--- src/hw/rtl/grbs_ram.sv ---
// generic single-write, single-read ram with registered read data
module grbs_ram #(
  parameter int WIDTH = 32,
  parameter int DEPTH = 64,
  localparam int AW = (DEPTH > 1) ? $clog2(DEPTH) : 1
) (
  input  logic             clk,
  input  logic             we,
  input  logic [AW-1:0]    waddr,
  input  logic [WIDTH-1:0] wdata,
  input  logic [AW-1:0]    raddr,
  output logic [WIDTH-1:0] rdata
);

  logic [WIDTH-1:0] mem [DEPTH];
  logic [WIDTH-1:0] rdata_r;

  always_ff @(posedge clk) begin
    if (we) begin
      mem[waddr] <= wdata;
    end
    rdata_r <= mem[raddr];
  end

  assign rdata = rdata_r;

endmodule

--- config.mk ---
export PLATFORM = sky130hd
export DESIGN_NAME = grbs_ram
export DESIGN_NICKNAME = d
export VERILOG_FILES = /design/src/hw/rtl/grbs_ram.sv
export SDC_FILE = /design/constraint.sdc
export NUM_CORES = 2
export LEC_CHECK = 0
export CORE_UTILIZATION = 25
export CTS_CLUSTER_DIAMETER = 80
export CTS_CLUSTER_SIZE = 40
export DETAILED_ROUTE_END_ITERATION = 8
export DONT_BUFFER_PORTS = 1
export GPL_TIMING_DRIVEN = 1
export PLACE_DENSITY = 0.44
export SETUP_SLACK_MARGIN = 0.4
export SLEW_MARGIN = 0
export SYNTH_ARGS = -nofsm -noshare
export SYNTH_HDL_FRONTEND = slang
export SYNTH_SLANG_ARGS = --single-unit
--- constraint.sdc ---
create_clock -name clk -period 4.15 [get_ports clk]
set_input_delay 0.6225 -clock clk [delete_from_list [all_inputs] [get_ports clk]]
set_output_delay 0.6225 -clock clk [all_outputs]
set_load 0.01 [all_outputs]
==> out/metrics.yaml <==
synth_area_leaders: "edfxtp_1 (78%), mux4_2 (16%), mux2i_1 (1.2%)"
synth_edf_count: 2048
fp.coreArea_um2: 312000
regToRegEndpoint: "rdata[3]$_DFF_P_"
place_congestion: 0.709
cts_made_buffers: 106
fp.dieH_um: 562
hp-start: "raddr[4]"
fin_skew_ns: 0.0365
rsz0062_at_grt: "no"
ioPinCount: 78
whs_path_depth: 2
fp.dieArea_um2: 316000
antenna_found_initial: 10
htree_levels: 3
seq_power_share: 0.608
multi_input_area_um2: 16000
min_period_ns: 3.33
yosysSeqAreaShare: 0.791
drt_iter0_drc: 3497
p_total_mw: 38.5
finalHoldViolations: 0
swShare: 0.234
dp_slack_ns: 0.821
first_pass_iters: 7
timing.final.crit_share: 0.803
max_slew_margin: -0.327
hold_path_end: "rdata[31]$_DFF_P_"
critPathRequiredTime_ns: 4.78
route.antenna.remaining_nets: 0
cp_slowest_stage_delay_ns: 1.24
yosysTopAreaCellShare: 0.783
portBuffers: 0
drcViolationCount: 0
clk_pin_slew_ns: 0.12
yosysUniqueCellTypes: 34
initial_utilization: 0.252
cts.sinks: 2080
crit_arrival_ns: 3.96
setup_tns_ns: 0
startpoint_type: "input pin"
timing.critical_path.buf_inv: 0
crit_start: "raddr[1]"
grt_pass1_wl_um: 307000
grtUsageTotal: 0.139
layout_commonest_cell: "edfxtp_1"
rr_worst_depth: 4
mostFrequentLayoutCells: "edfxtp_1 (2048), mux4_2 (544), clkbuf_16 (107)"
combPwrFrac: 0.048
rrSetupSlack_ns: 1.81
post_cts_resized: 0
setup_viol: 0
worst_slack_ns: 0.817
cts.path.max_buffers: 3
critPathTopFamily: "simple AND/OR/NAND/NOR gates"
p_leak_nw: 26.3
synth_flop_cell: "edfxtp_1"
fillers: 30300
crit_chain: "or3b_2 > o221ai_1 > a21oi_1 > a21oi_1 > nor2_1"
slowest_stage: "or3b_2"
dr_total_vias: 35200
maxSlewViolCount: 194
drv_cap: 0
vias_per_cell: 4.61
status: "finished with violations"
peakVddDrop_mv: 0.341
layout-drive-gt1-share: 0.273
ys_ff_latch: 2080
drt_wl_total_um: 223000
violations: "max-slew violations"
hold_class: "input pin to flip-flop"
area_growth_pct: 13.7
cp_max_fo: 386
row_count: 205
syn_area_um2: 78500
post-dp-hpwl_um: 115000
cts_tree: "yes"
power_density_nw_per_um2: 431
cts-root-buf: "clkbuf_16"
yosysWarnings: 0
synth_cells: 3324
yosysTopAreaCell: "edfxtp_1"
seq_area_um2: 62100
endpoint_kind: "flip-flop"
synth_nets: 3370
grt_pass1_vias: 36600
insertion_delay_ns: 0.78
switchingPower_mw: 8.99
r2r_start: "mem[62][3]$_DFFE_PP_"
die_x_um: 562
timing.fmax_mhz: 300
fin_nets: 3436
syn_area_per_cell_um2: 23.6
p_int_mw: 29.5
synthArstFlopShare: 0
clkPwrFrac: 0.344
grt_max_degree: 514
wl_per_cell_um: 29.2
grt-ovfl-total: 0
tightest_slew_ns: 1.99
cpMostUsedCell: "a21oi_1"
critPathKind: "input pin to flip-flop"
==> metal layers <==
layer	wire length [µm]	vias up	global-route usage
met4	3520	0	0.0238
met2	107000	767	0.226
met3	10300	168	0.0208
li1	-	14300	-
met1	102000	19900	0.199
met5	0	-	0
==> cell usage after synthesis (7+ instances only) <==
library cell / count
a21oi_1: 62
a22oi_1: 12
a311oi_1: 8
buf_1: 21
buf_2: 57
buf_4: 25
clkbuf_1: 74
dfxtp_1: 32
edfxtp_1: 2048
mux2i_1: 93
mux4_2: 544
nand2_1: 26
nand2b_1: 8
nor2_1: 137
nor2b_1: 15
nor3_1: 7
o221ai_1: 27
o22ai_1: 84
==> metrics by stage <==
| step | hold slack (ns) | utilization | std cells | instance area (µm²) |
|---|---|---|---|---|
| after floorplan | 0.663 | - | 3324 | 78500 |
| after global placement | 0.727 | 0.270 | 7381 | 84300 |
| after detailed placement | 0.728 | 0.270 | 7381 | 84300 |
| after CTS | 0.00340 | 0.286 | 7619 | 89200 |
| after global routing | 0.0239 | 0.286 | 7625 | 89300 |
| final | 0.103 | 0.286 | 7627 | 89300 |
==> what timing repair did <==
item,in CTS,in global routing
endpoints found under the hold margin,1927,0
hold buffers,36,0
endpoints found under the setup margin,0,0
setup buffers,0,0
==> worst reg2reg max path: cells and delay by family, from the launching register on <==
kind	cells	cell delay [ns]
simple gates	1	0.23
compound gates	1	0.49
flops	1	0.42
mux	2	1.03
==> cell families after synthesis <==
| kind of cell | Yosys count | synth area share |
|---|---|---|
| compound gates | 202 | 0.0167 |
| flops | 2080 | 0.791 |
| mux | 637 | 0.168 |
| simple gates | 223 | 0.0127 |
| buf+inv | 182 | 0.0113 |
==> final cells by class <==
type                    count  area share
diodes                      3   0.0000841
clock buffers             111      0.0302
clock inverters            91      0.0140
multi-input cells        1062       0.179
flip-flops and latches   2080       0.696
well taps                4140      0.0580
repair buffers            140      0.0228
==> flip-flops by register name (all words and copies together), names as in the netlist <==
register and cells:
rdata 32, mem 2048
==> how the worst max path moves through the flow <==
stage,to,slack [ns],cells after the start
CTS,rdata[13]$_DFF_P_,1.66,4
global route,rdata[13]$_DFF_P_,0.70,6
floorplan,mem[39][0]$_DFFE_PP_,0.88,4
detailed placement,rdata[13]$_DFF_P_,0.82,4
global placement,rdata[5]$_DFF_P_,0.77,4
finish,rdata[6]$_DFF_P_,0.82,5
==> power by group through the flow <==
stage	Sequential, mW	Combinational (mW)	Clock [mW]
floorplan	23.8	1.13	0
global placement	23.9	1.28	0
detailed placement	23.9	1.27	0
CTS	23.4	1.69	13.6
global route	23.4	1.95	14.3
finish	23.4	1.84	13.2
Note: power is estimated with default switching activity, not from simulation.
