$ cat src/hw/rtl/grbs_pkg.sv
// shared types, widths and codes for the group-by row sum block
package grbs_pkg;

  // field widths of the stream beats
  localparam int KIND_W   = 1;
  localparam int LABEL_W  = 32;
  localparam int COL_W    = 6;
  localparam int VAL_W    = 32;
  localparam int RGRP_W   = 6;
  localparam int GIDX_W   = 6;
  localparam int SUM_W    = 48;
  localparam int USED_W   = 7;
  localparam int STATUS_W = 2;

  // configuration register
  localparam int                CFG_W     = 7;
  localparam logic [CFG_W-1:0]  CFG_RESET = 7'd64;

  // default sizing
  localparam int MAX_GROUPS_DEF  = 64;
  localparam int MAX_COLUMNS_DEF = 64;
  localparam int LABEL_BITS_DEF  = 32;

  // item kinds
  localparam logic KIND_ACC  = 1'b0;
  localparam logic KIND_READ = 1'b1;

  typedef enum logic [STATUS_W-1:0] {
    ST_OK       = 2'd0,
    ST_FULL     = 2'd1,
    ST_BAD_COL  = 2'd2,
    ST_NO_GROUP = 2'd3
  } status_t;

  typedef enum logic [2:0] {
    S_CLEAR,
    S_IDLE,
    S_SCAN,
    S_ACC_RD,
    S_ACC_UPD,
    S_FINISH
  } state_t;

  typedef struct packed {
    logic [KIND_W-1:0]       kind;
    logic [LABEL_W-1:0]      group_label;
    logic [COL_W-1:0]        column;
    logic signed [VAL_W-1:0] element_value;
    logic [RGRP_W-1:0]       read_group;
  } in_item_t;

  typedef struct packed {
    logic [GIDX_W-1:0]       group_index;
    logic signed [SUM_W-1:0] group_sum;
    logic                    new_group;
    logic [USED_W-1:0]       groups_used;
    logic [STATUS_W-1:0]     status;
  } out_item_t;

endpackage

$ cat src/hw/rtl/grbs_in_if.sv
// valid/ready channel carrying input beats
interface grbs_in_if;
  logic                valid;
  logic                ready;
  grbs_pkg::in_item_t  data;

  modport source (output valid, output data, input ready);
  modport sink   (input valid, input data, output ready);
endinterface

$ cat src/hw/rtl/grbs_out_if.sv
// valid/ready channel carrying result beats
interface grbs_out_if;
  logic                valid;
  logic                ready;
  grbs_pkg::out_item_t data;

  modport source (output valid, output data, input ready);
  modport sink   (input valid, input data, output ready);
endinterface

$ cat src/hw/rtl/grbs_sat_add.sv
// saturating adder: 48-bit accumulator plus sign-extended 32-bit element
module grbs_sat_add (
  input  logic signed [grbs_pkg::SUM_W-1:0] acc,
  input  logic signed [grbs_pkg::VAL_W-1:0] val,
  output logic signed [grbs_pkg::SUM_W-1:0] sum
);

  localparam int SW = grbs_pkg::SUM_W;
  localparam int VW = grbs_pkg::VAL_W;

  logic [SW:0] wide;

  assign wide = {acc[SW-1], acc} + {{(SW + 1 - VW){val[VW-1]}}, val};

  always_comb begin
    if (wide[SW] != wide[SW-1]) begin
      // overflow: clamp towards the sign of the true result
      sum = wide[SW] ? {1'b1, {(SW-1){1'b0}}} : {1'b0, {(SW-1){1'b1}}};
    end else begin
      sum = wide[SW-1:0];
    end
  end

endmodule

$ cat src/hw/rtl/grbs_ctrl.sv
// sequencer: label scan, group assignment and accumulator read-modify-write
module grbs_ctrl #(
  parameter int MAX_GROUPS  = grbs_pkg::MAX_GROUPS_DEF,
  parameter int MAX_COLUMNS = grbs_pkg::MAX_COLUMNS_DEF,
  parameter int LABEL_BITS  = grbs_pkg::LABEL_BITS_DEF,
  localparam int GW        = $clog2(MAX_GROUPS),
  localparam int LW        = (LABEL_BITS < grbs_pkg::LABEL_W) ? LABEL_BITS : grbs_pkg::LABEL_W,
  localparam int ACC_DEPTH = MAX_GROUPS * MAX_COLUMNS,
  localparam int AW        = $clog2(ACC_DEPTH)
) (
  input  logic                              clk,
  input  logic                              rst_n,
  input  logic [grbs_pkg::CFG_W-1:0]        cols_cfg,
  grbs_in_if.sink                           in_bus,
  grbs_out_if.source                        out_bus,
  output logic                              lbl_we,
  output logic [GW-1:0]                     lbl_waddr,
  output logic [LW-1:0]                     lbl_wdata,
  output logic [GW-1:0]                     lbl_raddr,
  input  logic [LW-1:0]                     lbl_rdata,
  output logic                              acc_we,
  output logic [AW-1:0]                     acc_waddr,
  output logic signed [grbs_pkg::SUM_W-1:0] acc_wdata,
  output logic [AW-1:0]                     acc_raddr,
  input  logic signed [grbs_pkg::SUM_W-1:0] acc_rdata
);

  localparam int CNTW  = $clog2(MAX_GROUPS + 1);
  localparam int LIMW  = ($clog2(MAX_COLUMNS + 1) > grbs_pkg::CFG_W) ?
                         $clog2(MAX_COLUMNS + 1) : grbs_pkg::CFG_W;
  localparam int RW    = (CNTW > grbs_pkg::RGRP_W) ? CNTW : grbs_pkg::RGRP_W;

  grbs_pkg::state_t state_r, state_nxt;

  // control
  logic [CNTW-1:0] count_r, count_nxt;
  logic [CNTW-1:0] scan_idx_r, scan_idx_nxt;
  logic            chk_vld_r, chk_vld_nxt;
  logic [AW-1:0]   clr_addr_r, clr_addr_nxt;
  logic            out_valid_r, out_valid_nxt;

  // payload
  logic                              kind_r, kind_nxt;
  logic [LW-1:0]                     label_r, label_nxt;
  logic [grbs_pkg::COL_W-1:0]        col_r, col_nxt;
  logic signed [grbs_pkg::VAL_W-1:0] val_r, val_nxt;
  logic [GW-1:0]                     g_r, g_nxt;
  logic [GW-1:0]                     chk_idx_r, chk_idx_nxt;
  logic [grbs_pkg::GIDX_W-1:0]       res_idx_r, res_idx_nxt;
  logic signed [grbs_pkg::SUM_W-1:0] res_sum_r, res_sum_nxt;
  logic                              res_new_r, res_new_nxt;
  grbs_pkg::status_t                 res_st_r, res_st_nxt;
  grbs_pkg::out_item_t               out_data_r, out_data_nxt;

  logic                              col_ok, rg_ok, hit, more, full, out_free;
  logic [AW-1:0]                     acc_addr;
  logic signed [grbs_pkg::SUM_W-1:0] sat_sum;

  assign in_bus.ready  = (state_r == grbs_pkg::S_IDLE);
  assign out_bus.valid = out_valid_r;
  assign out_bus.data  = out_data_r;

  // column limit is min(columns_in_use, MAX_COLUMNS)
  assign col_ok = (LIMW'(in_bus.data.column) < LIMW'(cols_cfg)) &&
                  (LIMW'(in_bus.data.column) < LIMW'(MAX_COLUMNS));
  assign rg_ok  = RW'(in_bus.data.read_group) < RW'(count_r);

  assign hit      = chk_vld_r && (lbl_rdata == label_r);
  assign more     = scan_idx_r < count_r;
  assign full     = (count_r == CNTW'(MAX_GROUPS));
  assign out_free = !out_valid_r || out_bus.ready;

  assign acc_addr  = AW'(g_r) * AW'(MAX_COLUMNS) + AW'(col_r);
  assign acc_raddr = acc_addr;
  assign lbl_raddr = scan_idx_r[GW-1:0];

  grbs_sat_add u_sat_add (
    .acc (acc_rdata),
    .val (val_r),
    .sum (sat_sum)
  );

  // next state
  always_comb begin
    state_nxt = state_r;
    unique case (state_r)
      grbs_pkg::S_CLEAR: begin
        if (clr_addr_r == AW'(ACC_DEPTH - 1)) begin
          state_nxt = grbs_pkg::S_IDLE;
        end
      end
      grbs_pkg::S_IDLE: begin
        if (in_bus.valid) begin
          if (in_bus.data.kind == grbs_pkg::KIND_READ) begin
            state_nxt = (col_ok && rg_ok) ? grbs_pkg::S_ACC_RD : grbs_pkg::S_FINISH;
          end else begin
            state_nxt = col_ok ? grbs_pkg::S_SCAN : grbs_pkg::S_FINISH;
          end
        end
      end
      grbs_pkg::S_SCAN: begin
        priority if (hit) begin
          state_nxt = grbs_pkg::S_ACC_RD;
        end else if (more) begin
          state_nxt = grbs_pkg::S_SCAN;
        end else begin
          state_nxt = full ? grbs_pkg::S_FINISH : grbs_pkg::S_ACC_RD;
        end
      end
      grbs_pkg::S_ACC_RD:  state_nxt = grbs_pkg::S_ACC_UPD;
      grbs_pkg::S_ACC_UPD: state_nxt = grbs_pkg::S_FINISH;
      grbs_pkg::S_FINISH: begin
        if (out_free) begin
          state_nxt = grbs_pkg::S_IDLE;
        end
      end
      default: state_nxt = grbs_pkg::S_IDLE;
    endcase
  end

  // outputs and datapath
  always_comb begin
    count_nxt     = count_r;
    scan_idx_nxt  = scan_idx_r;
    chk_vld_nxt   = chk_vld_r;
    chk_idx_nxt   = chk_idx_r;
    clr_addr_nxt  = clr_addr_r;
    out_valid_nxt = out_valid_r;
    kind_nxt      = kind_r;
    label_nxt     = label_r;
    col_nxt       = col_r;
    val_nxt       = val_r;
    g_nxt         = g_r;
    res_idx_nxt   = res_idx_r;
    res_sum_nxt   = res_sum_r;
    res_new_nxt   = res_new_r;
    res_st_nxt    = res_st_r;
    out_data_nxt  = out_data_r;
    lbl_we        = 1'b0;
    lbl_waddr     = count_r[GW-1:0];
    lbl_wdata     = label_r;
    acc_we        = 1'b0;
    acc_waddr     = acc_addr;
    acc_wdata     = sat_sum;

    if (out_bus.ready) begin
      out_valid_nxt = 1'b0;
    end

    unique case (state_r)
      grbs_pkg::S_CLEAR: begin
        acc_we       = 1'b1;
        acc_waddr    = clr_addr_r;
        acc_wdata    = '0;
        clr_addr_nxt = clr_addr_r + AW'(1);
      end
      grbs_pkg::S_IDLE: begin
        if (in_bus.valid) begin
          kind_nxt     = in_bus.data.kind;
          label_nxt    = in_bus.data.group_label[LW-1:0];
          col_nxt      = in_bus.data.column;
          val_nxt      = in_bus.data.element_value;
          res_new_nxt  = 1'b0;
          res_sum_nxt  = '0;
          res_st_nxt   = grbs_pkg::ST_OK;
          scan_idx_nxt = '0;
          chk_vld_nxt  = 1'b0;
          if (in_bus.data.kind == grbs_pkg::KIND_READ) begin
            res_idx_nxt = in_bus.data.read_group;
            g_nxt       = GW'(in_bus.data.read_group);
            priority if (!col_ok) begin
              res_st_nxt = grbs_pkg::ST_BAD_COL;
            end else if (!rg_ok) begin
              res_st_nxt = grbs_pkg::ST_NO_GROUP;
            end else begin
              res_st_nxt = grbs_pkg::ST_OK;
            end
          end else begin
            res_idx_nxt = '0;
            if (!col_ok) begin
              res_st_nxt = grbs_pkg::ST_BAD_COL;
            end
          end
        end
      end
      grbs_pkg::S_SCAN: begin
        // one label read issued per beat, compared in the beat after, from the registered read data
        priority if (hit) begin
          g_nxt = chk_idx_r;
        end else if (more) begin
          chk_vld_nxt  = 1'b1;
          chk_idx_nxt  = scan_idx_r[GW-1:0];
          scan_idx_nxt = scan_idx_r + CNTW'(1);
        end else if (full) begin
          res_st_nxt = grbs_pkg::ST_FULL;
        end else begin
          lbl_we      = 1'b1;
          g_nxt       = count_r[GW-1:0];
          res_new_nxt = 1'b1;
          count_nxt   = count_r + CNTW'(1);
        end
      end
      grbs_pkg::S_ACC_RD: begin
        // read address is issued from g_r and col_r
      end
      grbs_pkg::S_ACC_UPD: begin
        res_idx_nxt = grbs_pkg::GIDX_W'(g_r);
        if (kind_r == grbs_pkg::KIND_READ) begin
          res_sum_nxt = acc_rdata;
        end else begin
          res_sum_nxt = sat_sum;
          acc_we      = 1'b1;
        end
      end
      grbs_pkg::S_FINISH: begin
        if (out_free) begin
          out_valid_nxt            = 1'b1;
          out_data_nxt.group_index = res_idx_r;
          out_data_nxt.group_sum   = res_sum_r;
          out_data_nxt.new_group   = res_new_r;
          out_data_nxt.groups_used = grbs_pkg::USED_W'(count_r);
          out_data_nxt.status      = res_st_r;
        end
      end
      default: begin
      end
    endcase
  end

  always_ff @(posedge clk) begin
    if (!rst_n) begin
      state_r     <= grbs_pkg::S_CLEAR;
      count_r     <= '0;
      scan_idx_r  <= '0;
      chk_vld_r   <= 1'b0;
      clr_addr_r  <= '0;
      out_valid_r <= 1'b0;
    end else begin
      state_r     <= state_nxt;
      count_r     <= count_nxt;
      scan_idx_r  <= scan_idx_nxt;
      chk_vld_r   <= chk_vld_nxt;
      clr_addr_r  <= clr_addr_nxt;
      out_valid_r <= out_valid_nxt;
    end
  end

  always_ff @(posedge clk) begin
    kind_r     <= kind_nxt;
    label_r    <= label_nxt;
    col_r      <= col_nxt;
    val_r      <= val_nxt;
    g_r        <= g_nxt;
    chk_idx_r  <= chk_idx_nxt;
    res_idx_r  <= res_idx_nxt;
    res_sum_r  <= res_sum_nxt;
    res_new_r  <= res_new_nxt;
    res_st_r   <= res_st_nxt;
    out_data_r <= out_data_nxt;
  end

endmodule

$ cat src/flat_wrapper.sv
// flat-port wrapper written by rule: the top's interface ports become plain ports
module grbs_ctrl_flat 
#(
  parameter int MAX_GROUPS  = grbs_pkg::MAX_GROUPS_DEF,
  parameter int MAX_COLUMNS = grbs_pkg::MAX_COLUMNS_DEF,
  parameter int LABEL_BITS  = grbs_pkg::LABEL_BITS_DEF,
  localparam int GW        = $clog2(MAX_GROUPS),
  localparam int LW        = (LABEL_BITS < grbs_pkg::LABEL_W) ? LABEL_BITS : grbs_pkg::LABEL_W,
  localparam int ACC_DEPTH = MAX_GROUPS * MAX_COLUMNS,
  localparam int AW        = $clog2(ACC_DEPTH)
)
  (clk, rst_n, cols_cfg, lbl_we, lbl_waddr, lbl_wdata, lbl_raddr, lbl_rdata, acc_we, acc_waddr, acc_wdata, acc_raddr, acc_rdata, in_bus_valid, in_bus_data, in_bus_ready, out_bus_valid, out_bus_data, out_bus_ready);
  grbs_in_if in_bus_i ();
  grbs_out_if out_bus_i ();
  input  logic clk;
  input  logic rst_n;
  input  logic [grbs_pkg::CFG_W-1:0] cols_cfg;
  output logic lbl_we;
  output logic [GW-1:0] lbl_waddr;
  output logic [LW-1:0] lbl_wdata;
  output logic [GW-1:0] lbl_raddr;
  input  logic [LW-1:0] lbl_rdata;
  output logic acc_we;
  output logic [AW-1:0] acc_waddr;
  output logic signed [grbs_pkg::SUM_W-1:0] acc_wdata;
  output logic [AW-1:0] acc_raddr;
  input  logic signed [grbs_pkg::SUM_W-1:0] acc_rdata;
  input wire logic [$bits(in_bus_i.valid)-1:0] in_bus_valid;
  input wire logic [$bits(in_bus_i.data)-1:0] in_bus_data;
  output wire logic [$bits(in_bus_i.ready)-1:0] in_bus_ready;
  output wire logic [$bits(out_bus_i.valid)-1:0] out_bus_valid;
  output wire logic [$bits(out_bus_i.data)-1:0] out_bus_data;
  input wire logic [$bits(out_bus_i.ready)-1:0] out_bus_ready;
  assign in_bus_i.valid = in_bus_valid;
  assign in_bus_i.data = in_bus_data;
  assign in_bus_ready = in_bus_i.ready;
  assign out_bus_valid = out_bus_i.valid;
  assign out_bus_data = out_bus_i.data;
  assign out_bus_i.ready = out_bus_ready;
  grbs_ctrl #(.MAX_GROUPS(MAX_GROUPS), .MAX_COLUMNS(MAX_COLUMNS), .LABEL_BITS(LABEL_BITS)) u_core (.clk(clk), .rst_n(rst_n), .cols_cfg(cols_cfg), .in_bus(in_bus_i), .out_bus(out_bus_i), .lbl_we(lbl_we), .lbl_waddr(lbl_waddr), .lbl_wdata(lbl_wdata), .lbl_raddr(lbl_raddr), .lbl_rdata(lbl_rdata), .acc_we(acc_we), .acc_waddr(acc_waddr), .acc_wdata(acc_wdata), .acc_raddr(acc_raddr), .acc_rdata(acc_rdata));
endmodule
$ cat config.mk
export PLATFORM = sky130hd
export DESIGN_NAME = grbs_ctrl_flat
export DESIGN_NICKNAME = d
export VERILOG_FILES = /design/src/hw/rtl/grbs_pkg.sv /design/src/hw/rtl/grbs_in_if.sv /design/src/hw/rtl/grbs_out_if.sv /design/src/hw/rtl/grbs_sat_add.sv /design/src/hw/rtl/grbs_ctrl.sv /design/src/flat_wrapper.sv
export SDC_FILE = /design/constraint.sdc
export NUM_CORES = 1
export LEC_CHECK = 0
export ABC_AREA = 1
export BUFFER_PORTS_ARGS = -buffer_cell sky130_fd_sc_hd__clkbuf_2
export CAP_MARGIN = 20
export CELL_PAD_IN_SITES_DETAIL_PLACEMENT = 1
export CELL_PAD_IN_SITES_GLOBAL_PLACEMENT = 1
export CORE_MARGIN = 4
export CORE_UTILIZATION = 43
export CTS_CLUSTER_SIZE = 28
export DETAILED_ROUTE_END_ITERATION = 10
export HOLD_SLACK_MARGIN = 0.03
export PLACE_DENSITY_LB_ADDON = 0.2
export SETUP_SLACK_MARGIN = 0.1
export SYNTH_ARGS = -nofsm -noshare
export SYNTH_HDL_FRONTEND = slang
export SYNTH_SLANG_ARGS = --single-unit
$ cat constraint.sdc
create_clock -name clk -period 15.6 [get_ports clk]
set_input_delay 1.56 -clock clk [delete_from_list [all_inputs] [get_ports clk]]
set_output_delay 1.56 -clock clk [all_outputs]
set_load 0.02 [all_outputs]
==> flow_metrics.py, run 1 <==
metrics = {
    "floorplanning": {
        "die_area_sq_um": 38500,
        "die_x_microns": 196,
        "die_height_microns": 196,
        "core_region_area_sq_um": 34700,
        "core.rowCount": 68,
        "ioPinCount": 352,
        "start_util": 0.438,
    },
    "setup_path": {
        "crit_chain": "clkbuf_2 > ha_1 > fa_1 > nand2_1 > nand2_1 > nand3_1 > nand2_1 > nand2_1 > nand2_2 > nand2_1 > nand3_1 > nand2_1 > nand2_2 > nor2_2 > buf_4 > clkinv_2 > buf_4 > a21oi_2 > clkbuf_2",
        "worstPathArrival_ps": 5610,
        "crit_path_start_kind": "input pin",
        "cp_slowest_cell": "clkinv_2",
        "critical-path-top-delay-family": "buffers and inverters",
        "path_depth": 19,
        "crit_fanout": 38,
        "reg2reg_depth": 17,
        "worstSetupEndpointType": "output port",
        "worst_ep_required_time_ps": 14040,
        "criticalPathCategory": "in2out",
        "timing.rr.start": "u_core.val_r[31]",
        "startpoint": "acc_rdata[0]",
        "crit_path_frequent_cell": "nand2_1",
        "slowest_delay_ps": 730,
        "critPathBufInv": 5,
    },
    "synthesis": {
        "synth_mux_area_frac": 0,
        "synth.cell_area_sq_um": 15200,
        "synth_top_area_cell": "edfxtp_1",
        "yosys-top-cells-area": "edfxtp_1 40%, nand2_1 13%, inv_1 6.8%, ha_1 5.6%, nor2_1 5.3%",
        "synth-simple-area-share": 0.274,
        "async_flop_share": 0,
        "synth_edf_count": 204,
        "post_synth.cell_area_avg_sq_um": 8.06,
        "synth_top_area_share": 0.403,
        "synth_xor_area_frac": 0.0311,
        "synth_warnings": 0,
        "synth_fp_nets": 2125,
        "synthFlopType": "edfxtp_1",
        "yosys.area_share.adder": 0.0572,
        "synth.distinct_cells": 42,
        "synth_top_family_by_area": "simple AND/OR/NAND/NOR gates",
        "synth_compound_area_frac": 0.0983,
        "netlist_instances": 1888,
        "synth_seq_cells": 235,
        "yosysSeqAreaShare": 0.443,
    },
    "status": {
        "status": "finished clean",
    },
    "route": {
        "ant_nets": 0,
        "dr.pass1.iters": 5,
        "vias": 14100,
        "via_per_inst": 5.22,
        "drc_errors": 0,
        "wire_per_inst_microns": 20.0,
        "drt_iter0_drc": 711,
        "wirelength_mm": 54.1,
    },
    "worst_hold_path": {
        "hold_class": "reg2reg",
        "min_from": "u_core.res_sum_r[47]",
        "worstHoldPathCells": 0,
    },
    "timing": {
        "rsz0062_at_grt": "false",
        "fmax_mhz": 140,
        "maxSlewHeadroom": 0.308,
        "setup_violations": 0,
        "post-route-min-period_ps": 7170,
        "tns_ps": 0,
        "skew_ps": 20.6,
        "layout_setup_ws_ps": 8430,
        "post-route-period-util": 0.459,
        "worst_pin_slew_ps": 1040,
        "slew_violations": 0,
        "hold_violations": 0,
    },
    "clock_network": {
        "cts_setup_buffers": 0,
        "cts_buffers": 27,
        "cts_hold_buf": 0,
        "clk_latency_ps": 580,
        "cts_sinks": 235,
        "clock_path_buffers": 3,
        "cts_tree": "built",
        "cts_resized": 0,
        "cts_root_buffer": "clkbuf_16",
        "clkTransAtPathRegs_ps": 60,
        "htreeDepth": 1,
    },
    "place": {
        "portBuffers": 351,
        "place_hpwl_mm": 41.7,
        "place_ws_ps": 8440,
        "gp_congestion": 0.935,
    },
    "final_layout": {
        "fin_nets": 2462,
        "layout-drive-gt1-share": 0.247,
        "layout_commonest_cell": "nand2_1",
        "n_fill_cell": 4344,
        "layout_common_cells": "513 x nand2_1, 351 x clkbuf_2, 276 x inv_1",
        "area_growth_pct": 20.1,
        "fin_util": 0.526,
    },
    "grt": {
        "first_global_vias": 14700,
        "grt_max_degree": 65,
        "antenna_found_initial": 3,
        "grt_pass1_wl_mm": 82.8,
        "grt_use_total": 0.272,
        "grt_overflow": 0,
    },
    "power_and_ir_drop": {
        "leakagePower_nw": 8.71,
        "power_density_nw_per_um2": 84.6,
        "vdd_drop_max_v": 0.0000896,
    },
    "flow_run": {
        "drv_cap": 0,
    },
}
-- cells in the mapped netlist, types with 5 or more instances --
library cell  instances
and2_1                5
nand3_1              83
nand4_1              30
buf_4                13
o21bai_1              8
nand2_4              11
nand2_2              15
buf_6                 8
or2_2                 9
nand2_1             513
inv_1               276
dfxtp_1              31
buf_2                 5
nor2_2                9
nand3_2              24
xnor2_1              24
ha_1                 68
o21ai_0              60
clkbuf_1             24
edfxtp_1            204
nand3b_1              9
inv_2                13
xor2_1               30
nor2_1              216
nor3_1               24
a21oi_1              92
a21oi_4              10
a21oi_2              48
-- registers in the layout, summed over array words and instances, names as in the netlist --
register / count
u_core.chk_idx_r: 6
u_core.chk_vld_r: 1
u_core.clr_addr_r: 12
u_core.col_r: 6
u_core.count_r: 7
u_core.g_r: 6
u_core.kind_r: 1
u_core.lbl_wdata: 32
u_core.out_bus.data: 64
u_core.out_bus.valid: 1
u_core.res_idx_r: 6
u_core.res_new_r: 1
u_core.res_st_r: 2
u_core.res_sum_r: 48
u_core.scan_idx_r: 7
u_core.state_r: 3
u_core.val_r: 32
-- where the power goes --
group	switching, mW	internal, mW	leakage (nW)	total, mW
registers	0.000692	0.677	2.10	0.678
logic	0.127	0.0642	6.15	0.191
clock network	0.277	0.400	0.459	0.677
-- worst reg2reg max path, delay by kind of cell (launching register included) --
family	cells	cell delay (ps)
fa+ha+maj	1	550
simple gates	11	1450
flops	1	710
buf+inv	5	1840
-- stage by stage --
stage | hold WS, ps | power (mW) | cell area (sq um) | instances
2_1_floorplan | 400 | 0.816 | 15200 | 1888
3_3_place_gp | 401 | 0.875 | 17300 | 2650
3_5_place_dp | 406 | 0.880 | 17300 | 2650
4_1_cts | 399 | 1.56 | 18200 | 2700
5_1_grt | 424 | 1.61 | 18300 | 2702
6_report | 403 | 1.55 | 18300 | 2703
-- layout make-up --
class	count	area, sq um	share of cell area
Antenna cell	2	5.00	0.000274
Sequential cell	235	6750	0.369
Inverter	292	1100	0.0601
Clock inverter	19	225	0.0123
Multi-Input combinational cell	1306	7040	0.386
Clock buffer	31	721	0.0395
Tap cell	455	569	0.0312
Timing Repair Buffer	363	1860	0.102
-- kinds of logic (layout without fill, tap and decap cells) --
kind of cell / count (synthesis) / count (layout)
buf+inv: 347 / 705
simple gates: 953 / 953
other cells: 0 / 2
fa+ha+maj: 69 / 69
xor+xnor: 54 / 54
compound gates: 230 / 230
flops: 235 / 235
-- final timing paths --
kind	endpoint	slack, ps
setup reg to reg	u_core.res_sum_r[3]	10950
hold reg to reg	u_core.out_bus.data[57]	400
hold / removal	u_core.out_bus.data[57]	400
setup / recovery	acc_wdata[5]	8430
-- layer usage --
metal / vias up / share of wire / global-route usage
li1: 6775 / - / -
met4: 0 / 0.029 / 0.0727
met1: 6833 / 0.43 / 0.356
met3: 84 / 0.057 / 0.0366
met5: - / 0 / 0
met2: 416 / 0.48 / 0.478
Power figures use the tool's default switching activity.
==> run 2, diff against run 1 <==
--- a/config.mk
+++ b/config.mk
@@ -11,7 +11,7 @@
 export CELL_PAD_IN_SITES_DETAIL_PLACEMENT = 1
 export CELL_PAD_IN_SITES_GLOBAL_PLACEMENT = 1
 export CORE_MARGIN = 4
-export CORE_UTILIZATION = 43
+export CORE_UTILIZATION = 40
 export CTS_CLUSTER_SIZE = 28
 export DETAILED_ROUTE_END_ITERATION = 10
 export HOLD_SLACK_MARGIN = 0.03
==> constraint.sdc (replaced) <==
create_clock -name clk -period 6.6 [get_ports clk]
set_input_delay 0.66 -clock clk [delete_from_list [all_inputs] [get_ports clk]]
set_output_delay 0.66 -clock clk [all_outputs]
set_load 0.02 [all_outputs]
==> flow_metrics.py, run 2 (synthesized netlist as in run 1, its figures left out) <==
metrics = {
    "setup_path": {
        "crit_path_start_kind": "flop",
        "cp_slowest_cell": "edfxtp_1",
        "crit_fanout": 56,
        "worstPathArrival_ps": 4690,
        "worstSetupEndpointType": "output port",
        "rrSetupSlack_ps": 2480,
        "worst_ep_required_time_ps": 5940,
        "criticalPathCategory": "reg2out",
        "crit_chain": "ha_1 > nand2_1 > inv_2 > nand2_1 > nor2_1 > nand2_1 > nor2_1 > nand2_1 > nand4_1 > nand2_2 > nor2_2 > buf_4 > clkinv_2 > buf_12 > a21oi_2 > clkbuf_2",
        "r2r-end": "u_core.res_sum_r[12]",
        "reg2reg_depth": 17,
        "timing.rr.start": "u_core.val_r[31]",
        "critPathBufInv": 5,
        "slowest_delay_ps": 710,
        "critical-path-top-delay-family": "buffers and inverters",
        "crit_path_frequent_cell": "nand2_1",
    },
    "clock_network": {
        "clkTransAtPathRegs_ps": 60,
        "clk_latency_ps": 570,
        "clock_path_buffers": 3,
        "cts_resized": 0,
        "cts_buffers": 29,
        "htreeDepth": 1,
        "cts_setup_buffers": 0,
        "cts_root_buffer": "clkbuf_16",
        "cts_sinks": 235,
        "cts_hold_buf": 0,
        "cts_tree": "built",
    },
    "final_layout": {
        "layout-drive-gt1-share": 0.247,
        "area_growth_pct": 21.2,
        "n_fill_cell": 4739,
        "fin_nets": 2464,
        "fin_util": 0.491,
        "layout_commonest_cell": "nand2_1",
        "multi_input_area_sq_um": 7040,
        "layout_common_cells": "513 x nand2_1, 351 x clkbuf_2, 276 x inv_1",
        "fin_area_sq_um": 18400,
        "largest_reg_flops": 64,
        "final_cells": 2763,
        "seq_area_sq_um": 6750,
    },
    "grt": {
        "grt_max_degree": 66,
        "grt_pass1_wl_mm": 82.9,
        "grt_overflow": 0,
        "first_global_vias": 14800,
        "grt_use_total": 0.253,
        "antenna_found_initial": 3,
    },
    "timing": {
        "skew_ps": 20.9,
        "post-route-period-util": 0.810,
        "hold_ws_ps": 259,
        "slew_violations": 0,
        "tns_ps": 0,
        "fmax_mhz": 187,
        "post-route-min-period_ps": 5350,
        "worst_pin_slew_ps": 1020,
        "maxSlewHeadroom": 0.319,
        "setup_violations": 0,
        "rsz0062_at_grt": "false",
        "layout_setup_ws_ps": 1250,
        "hold_violations": 0,
    },
    "route": {
        "vias": 13800,
        "drc_errors": 0,
        "wirelength_mm": 53.6,
        "wire_per_inst_microns": 19.4,
        "ant_nets": 0,
        "via_per_inst": 5.00,
        "drt_iter0_drc": 785,
        "dr.pass1.iters": 5,
    },
    "worst_hold_path": {
        "hold_class": "in2reg",
        "worstHoldPathCells": 1,
        "min_from": "in_bus_data[37]",
        "min_to": "u_core.val_r[31]",
    },
    "floorplanning": {
        "ioPinCount": 352,
        "die_area_sq_um": 41200,
        "core.rowCount": 71,
        "die_height_microns": 203,
        "core_region_area_sq_um": 37600,
        "die_x_microns": 203,
        "start_util": 0.405,
    },
    "place": {
        "place_inst": 2707,
        "dpl_cell_area_sq_um": 17400,
        "place_ws_ps": 1840,
        "gp_congestion": 0.973,
        "place_hpwl_mm": 42.4,
        "portBuffers": 351,
    },
    "power_and_ir_drop": {
        "finalPower_mw": 3.76,
        "power_density_nw_per_um2": 204,
        "vdd_drop_max_v": 0.000223,
        "leakagePower_nw": 8.75,
    },
    "status": {
        "status": "finished clean",
    },
    "flow_run": {
        "drv_cap": 0,
    },
}
## run 2: changes by cell type in the layout (fill, tap and decap cells not counted)
cell       change
clkbuf_1       +6
clkinv_4       -2
clkbuf_8       +2
bufinv_16      +1
clkinv_1       -3
clkinv_2       -2
clkbuf_16      +2
buf_12         +1
buf_4          -1
## run 2: layout make-up
cell class,instances,share of cell area
antenna,2,0.000271
sequential,235,0.366
inverter,292,0.0596
multi-input combinational,1306,0.382
tap,511,0.0347
clock buffer,41,0.0445
clock inverter,13,0.0117
timing repair buffer,363,0.101
## run 2: how the worst max path moves through the flow
stage,startpoint,end,slack [ps],cells after the start
finish,u_core.val_r[31],acc_wdata[9],1250,16
global route,u_core.val_r[31],acc_wdata[11],1020,16
CTS,u_core.val_r[31],acc_wdata[0],1300,16
detailed placement,acc_rdata[0],acc_wdata[0],1840,19
global placement,acc_rdata[0],acc_wdata[9],1980,19
floorplan,u_core.state_r[2],u_core.res_idx_r[0],1220,5
## run 2: routing by layer
| layer | vias up | wire length (microns) | global-route usage |
|---|---|---|---|
| met5 | - | 11 | 0 |
| met4 | 2 | 1080 | 0.0547 |
| met3 | 68 | 2710 | 0.0348 |
| met2 | 340 | 26200 | 0.445 |
| met1 | 6639 | 23700 | 0.334 |
| li1 | 6776 | - | - |
## run 2: report_power, final
group          total, mW  internal (mW)  switching [mW]
sequential          1.60           1.60         0.00157
combinational      0.447          0.154           0.293
clock               1.71           1.06           0.650
